## src/rtl/tvdma_pkg.sv

```systemverilog
package tvdma_pkg;

    // one input beat
    typedef struct packed {
        logic        func;
        logic [15:0] pixel_value;
    } tvdma_in_t;

    // one result beat
    typedef struct packed {
        logic [9:0]         out_row;
        logic [9:0]         out_col;
        logic signed [39:0] diag_coef;
        logic signed [39:0] up_coef;
        logic signed [39:0] left_coef;
        logic signed [39:0] right_coef;
        logic signed [39:0] down_coef;
        logic               image_done;
    } tvdma_out_t;

    // configuration write as seen inside the block
    typedef struct packed {
        logic        we;
        logic [1:0]  index;
        logic [15:0] data;
    } tvdma_cfg_t;

    // register indexes
    localparam logic [1:0] CFG_ALPHA  = 2'd0;
    localparam logic [1:0] CFG_BETA   = 2'd1;
    localparam logic [1:0] CFG_WIDTH  = 2'd2;
    localparam logic [1:0] CFG_HEIGHT = 2'd3;

    // input function codes
    localparam logic FUNC_PIXEL = 1'b0;
    localparam logic FUNC_FLUSH = 1'b1;

    // register reset values
    localparam logic [15:0] ALPHA_RESET  = 16'd1280;
    localparam logic [15:0] BETA_RESET   = 16'd7;
    localparam logic [10:0] SIZE_RESET   = 11'd256;

    // iteration counts: 2^48 / s gives 49 quotient bits, root of 50 bits takes 25 steps
    localparam int DIV_STEPS  = 49;
    localparam int SQRT_STEPS = 25;

    // fixed point constants
    localparam logic [23:0] DIFF_MAX = 24'hFF_FFFF;
    localparam logic [39:0] ONE_Q16  = 40'd65536;

    // datapath commands
    typedef enum logic [4:0] {
        OP_IDLE,
        OP_LOAD,
        OP_WSAMP,
        OP_RD0,
        OP_RD1,
        OP_RD2,
        OP_SQX,
        OP_SQY,
        OP_DIV,
        OP_SQRT,
        OP_WRITE,
        OP_SUM,
        OP_MUL_UP,
        OP_MUL_LEFT,
        OP_MUL_SELF,
        OP_MUL_SUM,
        OP_EMIT
    } tvdma_op_t;

    // neighbour and item flags of the pixel in work
    typedef struct packed {
        logic has_up;
        logic has_left;
        logic has_right;
        logic has_down;
        logic flush;
        logic done;
    } tvdma_flags_t;

    typedef struct packed {
        tvdma_op_t    op;
        tvdma_flags_t flags;
    } tvdma_cmd_t;

endpackage

```

## src/rtl/tvdma_ctrl.sv

```systemverilog
module tvdma_ctrl #(
    parameter int MAX_WIDTH  = 1024,
    parameter int MAX_HEIGHT = 1024
) (
    input  logic                             aclk,
    input  logic                             aresetn,
    input  tvdma_pkg::tvdma_cfg_t            cfg,
    input  logic                             s_valid,
    output logic                             s_ready,
    input  logic                             s_func,
    output logic                             m_valid,
    input  logic                             m_ready,
    output tvdma_pkg::tvdma_cmd_t            cmd,
    output logic [$clog2(MAX_HEIGHT+1)-1:0]  pos_row,
    output logic [$clog2(MAX_WIDTH+1)-1:0]   pos_col
);
    import tvdma_pkg::*;

    localparam int CW = $clog2(MAX_WIDTH + 1);
    localparam int HW = $clog2(MAX_HEIGHT + 1);

    typedef enum logic [4:0] {
        ST_IDLE,
        ST_WSAMP,
        ST_RD0,
        ST_RD1,
        ST_RD2,
        ST_SQX,
        ST_SQY,
        ST_DIV,
        ST_SQRT,
        ST_WRITE,
        ST_SUM,
        ST_MUL_UP,
        ST_MUL_LEFT,
        ST_MUL_SELF,
        ST_MUL_SUM,
        ST_EMIT,
        ST_OUT
    } state_t;

    state_t        state_reg;
    logic [5:0]    step_reg;
    logic [CW-1:0] w_reg;
    logic [HW-1:0] h_reg;
    logic [CW-1:0] in_col_reg;
    logic [HW-1:0] in_row_reg;
    logic [HW-1:0] pos_row_reg;
    logic [CW-1:0] pos_col_reg;
    tvdma_flags_t  flags_reg;

    logic          accept;
    logic [CW:0]   col_inc;
    logic          col_last;

    function automatic logic [CW-1:0] clamp_w(input logic [10:0] v);
        int vi;
        vi = int'(v);
        if (vi < 1) vi = 1;
        if (vi > MAX_WIDTH) vi = MAX_WIDTH;
        return CW'(vi);
    endfunction

    function automatic logic [HW-1:0] clamp_h(input logic [10:0] v);
        int vi;
        vi = int'(v);
        if (vi < 1) vi = 1;
        if (vi > MAX_HEIGHT) vi = MAX_HEIGHT;
        return HW'(vi);
    endfunction

    assign accept   = s_valid && (state_reg == ST_IDLE);
    assign col_inc  = {1'b0, in_col_reg} + (CW+1)'(1);
    assign col_last = (col_inc == {1'b0, w_reg});

    // command decode
    always_comb begin
        cmd.flags = flags_reg;
        case (state_reg)
            ST_IDLE:     cmd.op = accept ? OP_LOAD : OP_IDLE;
            ST_WSAMP:    cmd.op = OP_WSAMP;
            ST_RD0:      cmd.op = OP_RD0;
            ST_RD1:      cmd.op = OP_RD1;
            ST_RD2:      cmd.op = OP_RD2;
            ST_SQX:      cmd.op = OP_SQX;
            ST_SQY:      cmd.op = OP_SQY;
            ST_DIV:      cmd.op = OP_DIV;
            ST_SQRT:     cmd.op = OP_SQRT;
            ST_WRITE:    cmd.op = OP_WRITE;
            ST_SUM:      cmd.op = OP_SUM;
            ST_MUL_UP:   cmd.op = OP_MUL_UP;
            ST_MUL_LEFT: cmd.op = OP_MUL_LEFT;
            ST_MUL_SELF: cmd.op = OP_MUL_SELF;
            ST_MUL_SUM:  cmd.op = OP_MUL_SUM;
            ST_EMIT:     cmd.op = OP_EMIT;
            default:     cmd.op = OP_IDLE;
        endcase
    end

    assign s_ready = (state_reg == ST_IDLE);
    assign m_valid = (state_reg == ST_OUT);
    assign pos_row = pos_row_reg;
    assign pos_col = pos_col_reg;

    // sequencer, raster counters and image size
    always_ff @(posedge aclk) begin
        if (!aresetn) begin
            state_reg   <= ST_IDLE;
            step_reg    <= '0;
            w_reg       <= clamp_w(SIZE_RESET);
            h_reg       <= clamp_h(SIZE_RESET);
            in_col_reg  <= '0;
            in_row_reg  <= '0;
            pos_row_reg <= '0;
            pos_col_reg <= '0;
            flags_reg   <= '0;
        end else begin
            // size writes restart the image
            if (cfg.we && (cfg.index == CFG_WIDTH)) begin
                w_reg      <= clamp_w(cfg.data[10:0]);
                in_col_reg <= '0;
                in_row_reg <= '0;
            end
            if (cfg.we && (cfg.index == CFG_HEIGHT)) begin
                h_reg      <= clamp_h(cfg.data[10:0]);
                in_col_reg <= '0;
                in_row_reg <= '0;
            end

            case (state_reg)
                ST_IDLE: begin
                    if (accept) begin
                        pos_col_reg <= in_col_reg;
                        if (s_func == FUNC_PIXEL) begin
                            if (in_row_reg < h_reg) begin
                                pos_row_reg        <= in_row_reg - HW'(1);
                                flags_reg.has_up    <= (in_row_reg > HW'(1));
                                flags_reg.has_left  <= (in_col_reg != '0);
                                flags_reg.has_right <= !col_last;
                                flags_reg.has_down  <= 1'b1;
                                flags_reg.flush     <= 1'b0;
                                flags_reg.done      <= 1'b0;
                                if (col_last) begin
                                    in_col_reg <= '0;
                                    in_row_reg <= in_row_reg + HW'(1);
                                end else begin
                                    in_col_reg <= col_inc[CW-1:0];
                                end
                                state_reg <= (in_row_reg == '0) ? ST_WSAMP : ST_RD0;
                            end
                        end else begin
                            if (in_row_reg >= h_reg) begin
                                pos_row_reg        <= h_reg - HW'(1);
                                flags_reg.has_up    <= (h_reg > HW'(1));
                                flags_reg.has_left  <= (in_col_reg != '0);
                                flags_reg.has_right <= !col_last;
                                flags_reg.has_down  <= 1'b0;
                                flags_reg.flush     <= 1'b1;
                                flags_reg.done      <= col_last;
                                if (col_last) begin
                                    in_col_reg <= '0;
                                    in_row_reg <= '0;
                                end else begin
                                    in_col_reg <= col_inc[CW-1:0];
                                end
                                state_reg <= ST_RD0;
                            end
                        end
                    end
                end
                ST_WSAMP:    state_reg <= ST_IDLE;
                ST_RD0:      state_reg <= ST_RD1;
                ST_RD1:      state_reg <= ST_RD2;
                ST_RD2:      state_reg <= ST_SQX;
                ST_SQX:      state_reg <= ST_SQY;
                ST_SQY: begin
                    step_reg  <= '0;
                    state_reg <= ST_DIV;
                end
                ST_DIV: begin
                    if (step_reg == 6'(DIV_STEPS - 1)) begin
                        step_reg  <= '0;
                        state_reg <= ST_SQRT;
                    end else begin
                        step_reg <= step_reg + 6'd1;
                    end
                end
                ST_SQRT: begin
                    if (step_reg == 6'(SQRT_STEPS - 1)) begin
                        step_reg  <= '0;
                        state_reg <= ST_WRITE;
                    end else begin
                        step_reg <= step_reg + 6'd1;
                    end
                end
                ST_WRITE:    state_reg <= ST_SUM;
                ST_SUM:      state_reg <= ST_MUL_UP;
                ST_MUL_UP:   state_reg <= ST_MUL_LEFT;
                ST_MUL_LEFT: state_reg <= ST_MUL_SELF;
                ST_MUL_SELF: state_reg <= ST_MUL_SUM;
                ST_MUL_SUM:  state_reg <= ST_EMIT;
                ST_EMIT:     state_reg <= ST_OUT;
                ST_OUT: begin
                    if (m_ready) begin
                        state_reg <= ST_IDLE;
                    end
                end
                default:     state_reg <= ST_IDLE;
            endcase
        end
    end

endmodule

```

## config.mk

```make
export PLATFORM = sky130hd
export DESIGN_NAME = tvdma_ctrl
export DESIGN_NICKNAME = d
export VERILOG_FILES = /design/src/rtl/tvdma_pkg.sv /design/src/rtl/tvdma_ctrl.sv
export SDC_FILE = /design/constraint.sdc
export NUM_CORES = 1
export LEC_CHECK = 0
export BUFFER_PORTS_ARGS = -buffer_cell sky130_fd_sc_hd__buf_2
export CORE_MARGIN = 2
export CORE_UTILIZATION = 45
export CTS_CLUSTER_SIZE = 14
export DETAILED_ROUTE_END_ITERATION = 12
export PLACE_DENSITY = 0.72
export SLEW_MARGIN = 20
export SYNTH_ARGS = -nofsm -noshare
export SYNTH_HDL_FRONTEND = slang
export SYNTH_SLANG_ARGS = --single-unit
```

## constraint.sdc

```tcl
create_clock -name aclk -period 2.9 [get_ports aclk]
set_clock_uncertainty 0.15 [all_clocks]
set_input_delay 0.29 -clock aclk [delete_from_list [all_inputs] [get_ports aclk]]
set_output_delay 0.29 -clock aclk [all_outputs]
set_load 0.05 [all_outputs]
```

-- Word-level counts from Yosys, hierarchy flattened
Index checks and enable logic that the tools add are counted.
- register bits after elaboration: 83
- input port bits: 24
- output and inout port bits: 35
- word-level logic and storage cells: 110
- add/subtract/negate cells: 5
- order comparisons: 7
- equal/unequal tests: 28
- mux-type cells: 44
- reduce and logical (&&, ||, !) cells: 12
- operators with widths (cell ; count):
    11-bit two-way mux ; 23
    5-bit case mux with 16 select lines ; 2
    32-bit two-way mux ; 4
    32-bit by 12-bit > comparator with 1-bit output, second input constant ; 2
    5-bit by 4-bit equality test with 1-bit output, second input constant ; 8
    5-bit two-way mux ; 7
    6-bit two-way mux ; 5
    11-bit by 1-bit > comparator with 1-bit output, second input constant ; 2
    11-bit by 1-bit subtractor with 11-bit output, second input constant ; 2
    5-bit by 3-bit equality test with 1-bit output, second input constant ; 4
    6-bit case mux with 3 select lines ; 1
    11-bit by 1-bit adder with 12-bit output, second input constant ; 1
    12-bit by 11-bit equality test with 1-bit output ; 1
    11-bit by 1-bit adder with 11-bit output, second input constant ; 1
    11-bit greater-or-equal comparator ; 1
    11-bit logical NOT ; 1
    11-bit by 1-bit < comparator with 1-bit output, second input constant ; 1
    11-bit < comparator ; 1
    11-bit nonzero test ; 1
    5-bit by 2-bit equality test with 1-bit output, second input constant ; 2
    6-bit by 1-bit adder with 6-bit output, second input constant ; 1
    6-bit by 5-bit equality test with 1-bit output, second input constant ; 1
    6-bit equality test, second input constant ; 1
    2-bit by 1-bit != test with 1-bit output, second input constant ; 3
    other kinds (16) ; 20

-- Depth between registers and ports, before layout
Gate-level depths: netlist of run 1.
- word-level depth: 9
- gate-level depth with buffers: 12
- mapped depth without buffers: 9

-- Worst setup path after synthesis of run 1
Ideal clock, no wire load.
- kind: reg-to-reg
- start point: register in_col_reg[0]
- end point: register in_row_reg[0]
- arrival: 2.383 ns
- data required time: 2.636 ns
- setup slack: 0.253 ns
- stages on the path, launching flop included: 11
- path buffers: 2
- period minus slack after synthesis: 2.647 ns
- cells stage by stage: dfxtp_1 > ha_1 > clkbuf_1 > nand3_1 > nor3_1 > xor3_1 > a211oi_1 > and3_1 > a21oi_1 > buf_2 > a21o_1
- cells in the longest elaborated chain, start to end: 7
- elaborated cells on any way between the ends: 9
- those cells by class: 1 x add/sub; 1 x eq/ne; 7 x mux
- ends and longest elaborated chain (element ; RTL line ; RTL):
    start: declaration ; tvdma_ctrl.sv:46 ; logic [CW-1:0] in_col_reg;
    start signal: assignment ; tvdma_ctrl.sv:147 ; in_col_reg <= col_inc[CW-1:0];
    start signal: assignment ; tvdma_ctrl.sv:164 ; in_col_reg <= col_inc[CW-1:0];
    11-bit by 1-bit adder with 12-bit output (*) ; tvdma_ctrl.sv:73 ; assign col_inc = {1'b0, in_col_reg} + (CW+1)'(1);
    12-bit by 11-bit equality test with 1-bit output (*) ; tvdma_ctrl.sv:74 ; assign col_last = (col_inc == {1'b0, w_reg});
    11-bit two-way mux (on tied branches) ; tvdma_ctrl.sv:143, tvdma_ctrl.sv:160 ;
    11-bit two-way mux (on tied branches) ; tvdma_ctrl.sv:135, tvdma_ctrl.sv:152 ;
    11-bit two-way mux (*) ; tvdma_ctrl.sv:134 ; if (s_func == FUNC_PIXEL) begin
    11-bit two-way mux (*) ; tvdma_ctrl.sv:132 ; if (accept) begin
    11-bit two-way mux (*) ; tvdma_ctrl.sv:130 ; case (state_reg)
    end signal: assignment ; tvdma_ctrl.sv:145 ; in_row_reg <= in_row_reg + HW'(1);
    end: declaration ; tvdma_ctrl.sv:47 ; logic [HW-1:0] in_row_reg;
Every way passes the cells marked *; elsewhere a longest branch is shown, timed or not.
A chain may end at the register's enable or synchronous reset.

-- Worst setup path after layout of run 1
- start point: register h_reg[4]
- end point: register pos_row_reg[2], in the netlist pos_row[2]
- cells in the longest elaborated chain, start to end: 3
- elaborated cells on any way between the ends: 5
- those cells by class: 2 x order compare; 1 x eq/ne; 2 x reduce/logical
- ends and longest elaborated chain (element ; RTL line ; RTL):
    start: declaration ; tvdma_ctrl.sv:45 ; logic [HW-1:0] h_reg;
    start signal: assignment ; tvdma_ctrl.sv:111 ; h_reg <= clamp_h(SIZE_RESET);
    start signal: assignment ; tvdma_ctrl.sv:125 ; h_reg <= clamp_h(cfg.data[10:0]);
    11-bit greater-or-equal comparator or 11-bit < comparator (tied branches) ; tvdma_ctrl.sv:152, tvdma_ctrl.sv:135 ;
    2-bit by 1-bit != test with 1-bit output (no source line) or 2-bit nonzero test (tied branches) ; n/a ;
    4-bit AND reduction (no source line) (*) ; n/a ;
    end signal: assignment ; tvdma_ctrl.sv:136 ; pos_row_reg <= in_row_reg - HW'(1);
    end signal: assignment ; tvdma_ctrl.sv:153 ; pos_row_reg <= h_reg - HW'(1);
    end: declaration ; tvdma_ctrl.sv:48 ; logic [HW-1:0] pos_row_reg;
Marked as above.

==> results.json, run 1 <==
{
  "hold_viol": 0,
  "yosysWarnings": 0,
  "wirelength_um": 12400,
  "cts_resized": 1,
  "die_y_um": 110,
  "drtIter0Drc": 285,
  "place_ws_ps": 19.7,
  "setup_viol": 0,
  "grt_pass1_vias": 4375,
  "worstPathArrival_ps": 2850,
  "wl_per_cell_um": 14.7,
  "post_cts_buffers": 0,
  "synth_nets": 681,
  "max_freq_mhz": 369,
  "die_w_um": 110,
  "power_density_mw_per_mm2": 451,
  "cts_buffer_depth": 2,
  "layout-drive-gt1-share": 0.186,
  "clockRootBuffer": "clkbuf_8",
  "syn_inst": 636,
  "p_leak_uw": 0.00246,
  "async_flop_share": 0,
  "cts_htree_levels": 3,
  "grt-ovfl-total": 0,
  "critPathBufInv": 2,
  "synth_edf_count": 0,
  "fin_crit_ps": 2710,
  "drt_first_pass_iters": 6,
  "rows": 38,
  "worst_pin_slew_ps": 686,
  "dieArea_sq_mm": 0.0121,
  "worst-path-max-fanout": 15,
  "cp_slowest_cell": "o21ai_0",
  "cp.required_ps": 3040,
  "clk_latency_ps": 370,
  "drv_slew": 0,
  "core-area_sq_mm": 0.0109,
  "peakVddDrop_mv": 0.322,
  "clock_sinks": 83,
  "worstSetupEndpointType": "flip-flop",
  "place_hpwl_um": 9250,
  "ys_top_cells_by_area": "dfxtp_1 (33%), nand2_1 (7.4%), ha_1 (5.2%), a21boi_0 (4.8%), xnor2_1 (3.8%)",
  "start_util": 0.464,
  "finalPower_uw": 2640,
  "postRouteAntennaNets": 0,
  "hold_ws_ps": 110,
  "netlist.top_cell.by_area": "dfxtp_1",
  "cts_buffers": 9,
  "max_slew_margin": 0.540,
  "ys_types": 63,
  "clk_pin_slew_ps": 80,
  "syn_to_final_growth_pct": 16.1,
  "synth_area_per_cell_sq_um": 7.94,
  "num_io_pins": 59,
  "synth_seq_area_share": 0.329,
  "cts_tree": "built",
  "setup_tns_ps": 0,
  "vias_per_cell": 5.55,
  "grt_usage": 0.215,
  "ys_seq_elements": 83,
  "dr_total_vias": 4681,
  "nNetsFinal": 743,
  "nFillCells": 1020,
  "max_stage_delay_ps": 410,
  "worst_slack_ps": 188,
  "place.port_buffers": 53,
  "final.period_utilization": 0.935,
  "crit_path_start_kind": "flip-flop",
  "cp_common_cell": "a21oi_1",
  "hold_buffers": 0,
  "critical_path_class": "flip-flop to flip-flop",
  "place.gp.congestion": 0.917,
  "netlist_area_sq_mm": 0.00505,
  "maxCapViolations": 0,
  "hp-class": "input port to flip-flop",
  "grt_pass1_wl_um": 20400,
  "netlist.area_leader.share": 0.329,
  "ys.flop_type": "dfxtp_1",
  "path_cells": "inv_1, ha_1, a21oi_1, o21ai_0, a21oi_1, a21oi_1, or2_2, buf_4, o211ai_1, a21boi_0",
  "diodes": 0,
  "critical_path.top_delay_family": "compound AO/OA/AOI/OAI gates",
  "status": "complete, no violations",
  "antenna_found_initial": 0,
  "grt_start_max_net_pins": 49,
  "route.detailed.drc": 0
}
-- cells by family after synthesis --
| group | after synthesis | synth area share |
|---|---|---|
| adder cells (fa/ha/maj) | 21 | 0.0520 |
| flip-flops | 83 | 0.329 |
| buffers and inverters | 73 | 0.0595 |
| AO/OA/AOI/OAI | 134 | 0.186 |
| XOR/XNOR | 34 | 0.0619 |
| AND/OR/NAND/NOR | 274 | 0.277 |
| multiplexers | 17 | 0.0349 |
-- final cells by class --
type	instances	area, sq um	share of cell area
multi-input combinational	480	3110	0.530
sequential	83	1660	0.284
timing repair buffer	96	601	0.102
tap	140	175	0.0299
clock buffer	11	151	0.0258
inverter	28	105	0.0179
clock inverter	5	61.3	0.0105
-- placed cells by master, fill, tap and decap left out, drive strengths merged, types with 3 or more instances in the layout --
cell / instances
clkbuf: 11
buf: 96
xor2: 11
nand2: 100
a31o: 5
nand2b: 11
nand3b: 3
nor2: 31
nor3b: 4
o211ai: 12
or3: 10
dfxtp: 83
nor3: 20
o21a: 6
nor2b: 24
ha: 21
a21oi: 21
nand3: 23
mux2i: 15
a211oi: 4
a211o: 3
clkinvlp: 3
and3: 12
a32o: 4
nand4: 11
nor4: 8
or2: 3
xnor2: 22
a32oi: 4
a21o: 6
o21ai: 22
o2bb2ai: 4
a21boi: 32
and2: 7
inv: 28
-- routing by layer --
metal / GRT usage / part of all wire / routed length, um
met5: 0 / 0 / 0
met4: 0.0787 / 0.018 / 220
met3: 0.0362 / 0.054 / 677
met2: 0.362 / 0.48 / 5910
met1: 0.276 / 0.45 / 5610
-- synth_stat cells, types with 2 or more instances --
library cell    n
nor4_1          7
xor2_1         11
a211oi_1        4
o211ai_1       12
or2_2           2
nor3_1         20
nand3b_1        3
nand4_1        10
a21o_1          6
buf_1           3
a32oi_1         4
and3b_1         2
a21oi_1        21
and3_1         11
clkbuf_1       30
nand4b_1        2
inv_1          28
nand2_1       100
o21ai_0        22
nor3b_1         4
nand2b_1       11
and2_1          7
xnor2_1        22
o21a_1          6
nor2b_1        24
dfxtp_1        83
nor2_1         31
a21boi_0       32
buf_4           2
o2bb2ai_1       4
a31o_1          2
ha_1           21
a31o_2          3
a211o_1         3
or3_1           9
buf_2           9
nand3_1        22
mux2i_1        15
a32o_1          4
-- final timing paths --
path	from	endpoint	slack, ps	cells after the start
worst min register to register	cmd[5]$_SDFFE_PN0P_	cmd[5]$_SDFFE_PN0P_	310	2
worst max-delay path	h_reg[4]$_SDFFE_PN0P_	pos_row[2]$_SDFFE_PN0P_	190	10
worst min-delay path	cfg[8]	h_reg[8]$_SDFFE_PN1P_	110	3
worst max register to register	h_reg[4]$_SDFFE_PN0P_	pos_row[2]$_SDFFE_PN0P_	190	10
-- stage by stage --
step / instance area, sq um / utilization / cells
after floorplan: 5050 / - / 636
after global placement: 5630 / 0.517 / 827
after detailed placement: 5630 / 0.517 / 827
after CTS: 5850 / 0.537 / 843
after global routing: 5860 / 0.539 / 843
final: 5860 / 0.539 / 843
-- power by group --
group / switching (uW) / leakage (uW) / internal (uW) / total, uW
sequential: 37.8 / 0.000673 / 1180 / 1220
clock: 432 / 0.0000978 / 446 / 878
combinational: 364 / 0.00169 / 183 / 546
total: 833 / 0.00246 / 1810 / 2640
-- tightest hold or removal path: stages --
cell	delay, ps
buf_2	110
nand2b_1	100
o211ai_1	80
(Power assumes the default switching activity.)
==> run 2: changes to the inputs <==
--- a/config.mk
+++ b/config.mk
@@ -10,6 +10,7 @@
 export CORE_UTILIZATION = 45
 export CTS_CLUSTER_SIZE = 14
 export DETAILED_ROUTE_END_ITERATION = 12
+export MAX_ROUTING_LAYER = met4
 export PLACE_DENSITY = 0.72
 export SLEW_MARGIN = 20
 export SYNTH_ARGS = -nofsm -noshare
==> run 2 against run 1 <==
  * Maximum frequency is 0.82% higher
  * Wire length down 1.5%
  * Combinational power hardly changed
  * Largest cell class unchanged
  * Utilization is essentially flat
  * Count of clock-buffer cells in the layout is the same
  * Final area is essentially flat
  * Die area unchanged
  * Total power about the same
==> results.json, run 2 (synthesis gave the netlist of run 1 again) <==
{
  "cts_buffers": 9,
  "hp-class": "input port to flip-flop",
  "critical_path.top_delay_family": "simple AND/OR/NAND/NOR gates",
  "critical_path_class": "flip-flop to flip-flop",
  "worst_pin_slew_ps": 690,
  "route.detailed.drc": 0,
  "worstPathArrival_ps": 2800,
  "p_int_uw": 1810,
  "multi_input_area_sq_mm": 0.00310,
  "cp.required_ps": 3010,
  "final_core_util": 0.539,
  "final_cell_mix": "nand2_1 (100), dfxtp_1 (83), buf_2 (53), buf_4 (43), a21boi_0 (32)",
  "grt_pass1_wl_um": 20400,
  "r2r_end": "in_row_reg[4]$_SDFF_PN0_",
  "p_clk_frac": 0.331,
  "die_y_um": 110,
  "nNetsFinal": 744,
  "r2r-start": "in_col_reg[0]$_SDFF_PN0_",
  "cts_buffer_depth": 2,
  "layout-drive-gt1-share": 0.186,
  "max_freq_mhz": 372,
  "clk_latency_ps": 360,
  "max_slew_margin": 0.540,
  "p_sw_frac": 0.314,
  "rows": 38,
  "clockRootBuffer": "clkbuf_8",
  "wirelength_um": 12200,
  "p_leak_uw": 0.00247,
  "hold_viol": 0,
  "postRouteAntennaNets": 0,
  "peakVddDrop_mv": 0.240,
  "final.period_utilization": 0.928,
  "grt_start_max_net_pins": 59,
  "place_inst": 828,
  "antenna_found_initial": 0,
  "syn_to_final_growth_pct": 16.2,
  "fin_cells": 844,
  "vias_per_cell": 5.55,
  "nFillCells": 1013,
  "diodes": 0,
  "grt_pass1_vias": 4433,
  "p_comb_frac": 0.208,
  "cts_htree_levels": 3,
  "clock_sinks": 83,
  "final_common_cell": "nand2_1",
  "worst-path-max-fanout": 11,
  "dr_total_vias": 4682,
  "setup_tns_ps": 0,
  "drtIter0Drc": 278,
  "cp_slowest_cell": "dfxtp_1",
  "hold_buffers": 0,
  "core-area_sq_mm": 0.0109,
  "regArea_sq_mm": 0.00166,
  "p_sw_uw": 831,
  "max_stage_delay_ps": 430,
  "wl_per_cell_um": 14.5,
  "rr_worst_depth": 9,
  "path_cells": "ha_1, nand3_1, nor3_2, xor3_1, a211oi_2, and3_2, a21oi_1, buf_12, a211o_1",
  "cp-startpoint": "in_col_reg[0]$_SDFF_PN0_",
  "sequentialPowerShare": 0.461,
  "fin_crit_ps": 2690,
  "cts_tree": "built",
  "num_io_pins": 59,
  "place.port_buffers": 53,
  "place_hpwl_um": 9410,
  "drv_slew": 0,
  "crit_cells": 9,
  "critPathBufInv": 1,
  "post_cts_buffers": 0,
  "crit_path_start_kind": "flip-flop",
  "power_density_mw_per_mm2": 451,
  "status": "complete, no violations",
  "grt-ovfl-total": 0,
  "critical_path.endpoint": "in_row_reg[4]$_SDFF_PN0_",
  "rrSetupSlack_ps": 210,
  "place.gp.congestion": 0.931,
  "drt_first_pass_iters": 5,
  "setup_viol": 0,
  "clk_pin_slew_ps": 80,
  "worstSetupEndpointType": "flip-flop",
  "die_w_um": 110,
  "maxCapViolations": 0,
  "dieArea_sq_mm": 0.0121,
  "grt_usage": 0.220,
  "start_util": 0.464,
  "rsz0062_at_grt": "false"
}
run 2: worst min path at each step:
stage | cells after the start | startpoint | to | slack [ps]
after floorplan | 2 | h_reg[9]$_SDFFE_PN0P_ | h_reg[9]$_SDFFE_PN0P_ | 290
after global placement | 2 | pos_row[10]$_SDFFE_PN0P_ | pos_row[10]$_SDFFE_PN0P_ | 300
after detailed placement | 2 | pos_row[8]$_SDFFE_PN0P_ | pos_row[8]$_SDFFE_PN0P_ | 310
after CTS | 3 | aresetn | step_reg[5]$_SDFFE_PN0P_ | 100
after global routing | 2 | aresetn | state_reg[2]$_SDFFE_PN0P_ | 120
final | 3 | aresetn | step_reg[5]$_SDFFE_PN0P_ | 110
run 2: tightest hold or removal path: cells and delay by family:
family / cells / cell delay [ps]
buffers and inverters: 1 / 160
AOI/OAI and AO/OA: 2 / 120
run 2: metrics by stage:
step	hold WS, ps	total power, uW	instance area (sq um)	setup slack (ps)
floorplan	293	1640	5050	253
detailed placement	309	1790	5640	2.23
CTS	101	2660	5860	67.1
global placement	299	1780	5640	55.0
global route	117	2750	5870	60.5
finish	108	2650	5870	210
run 2: repair_timing:
action / CTS / global route
setup endpoints to repair: 1 / 10
pin swaps: 0 / 0
gates resized for setup: 1 / 4
cloned: 0 / 0
endpoints found under the hold margin: 0 / 0
run 2: layout make-up:
cell class	count	area share
Inverter	28	0.0179
Tap cell	140	0.0299
Clock buffer	11	0.0258
Timing Repair Buffer	97	0.104
Sequential cell	83	0.283
Clock inverter	5	0.0104
Multi-Input combinational cell	480	0.529
run 2: routing by layer:
| layer | routed length [um] | vias to the layer above | share of wire | global-route usage |
|---|---|---|---|---|
| li1 | - | 2335 | - | - |
| met1 | 5670 | 2184 | 0.46 | 0.283 |
| met2 | 5640 | 136 | 0.46 | 0.343 |
| met3 | 615 | 27 | 0.050 | 0.0320 |
| met4 | 318 | 0 | 0.026 | 0.0922 |
| met5 | 0 | - | 0 | - |
run 2: power by group through the flow:
stage          registers [uW]  logic [uW]  clock network (uW)
3_5_place_dp             1250         547                   0
5_1_grt                  1230         596                 931
4_1_cts                  1220         550                 888
2_1_floorplan            1320         321                   0
6_report                 1220         549                 876
3_3_place_gp             1240         537                   0
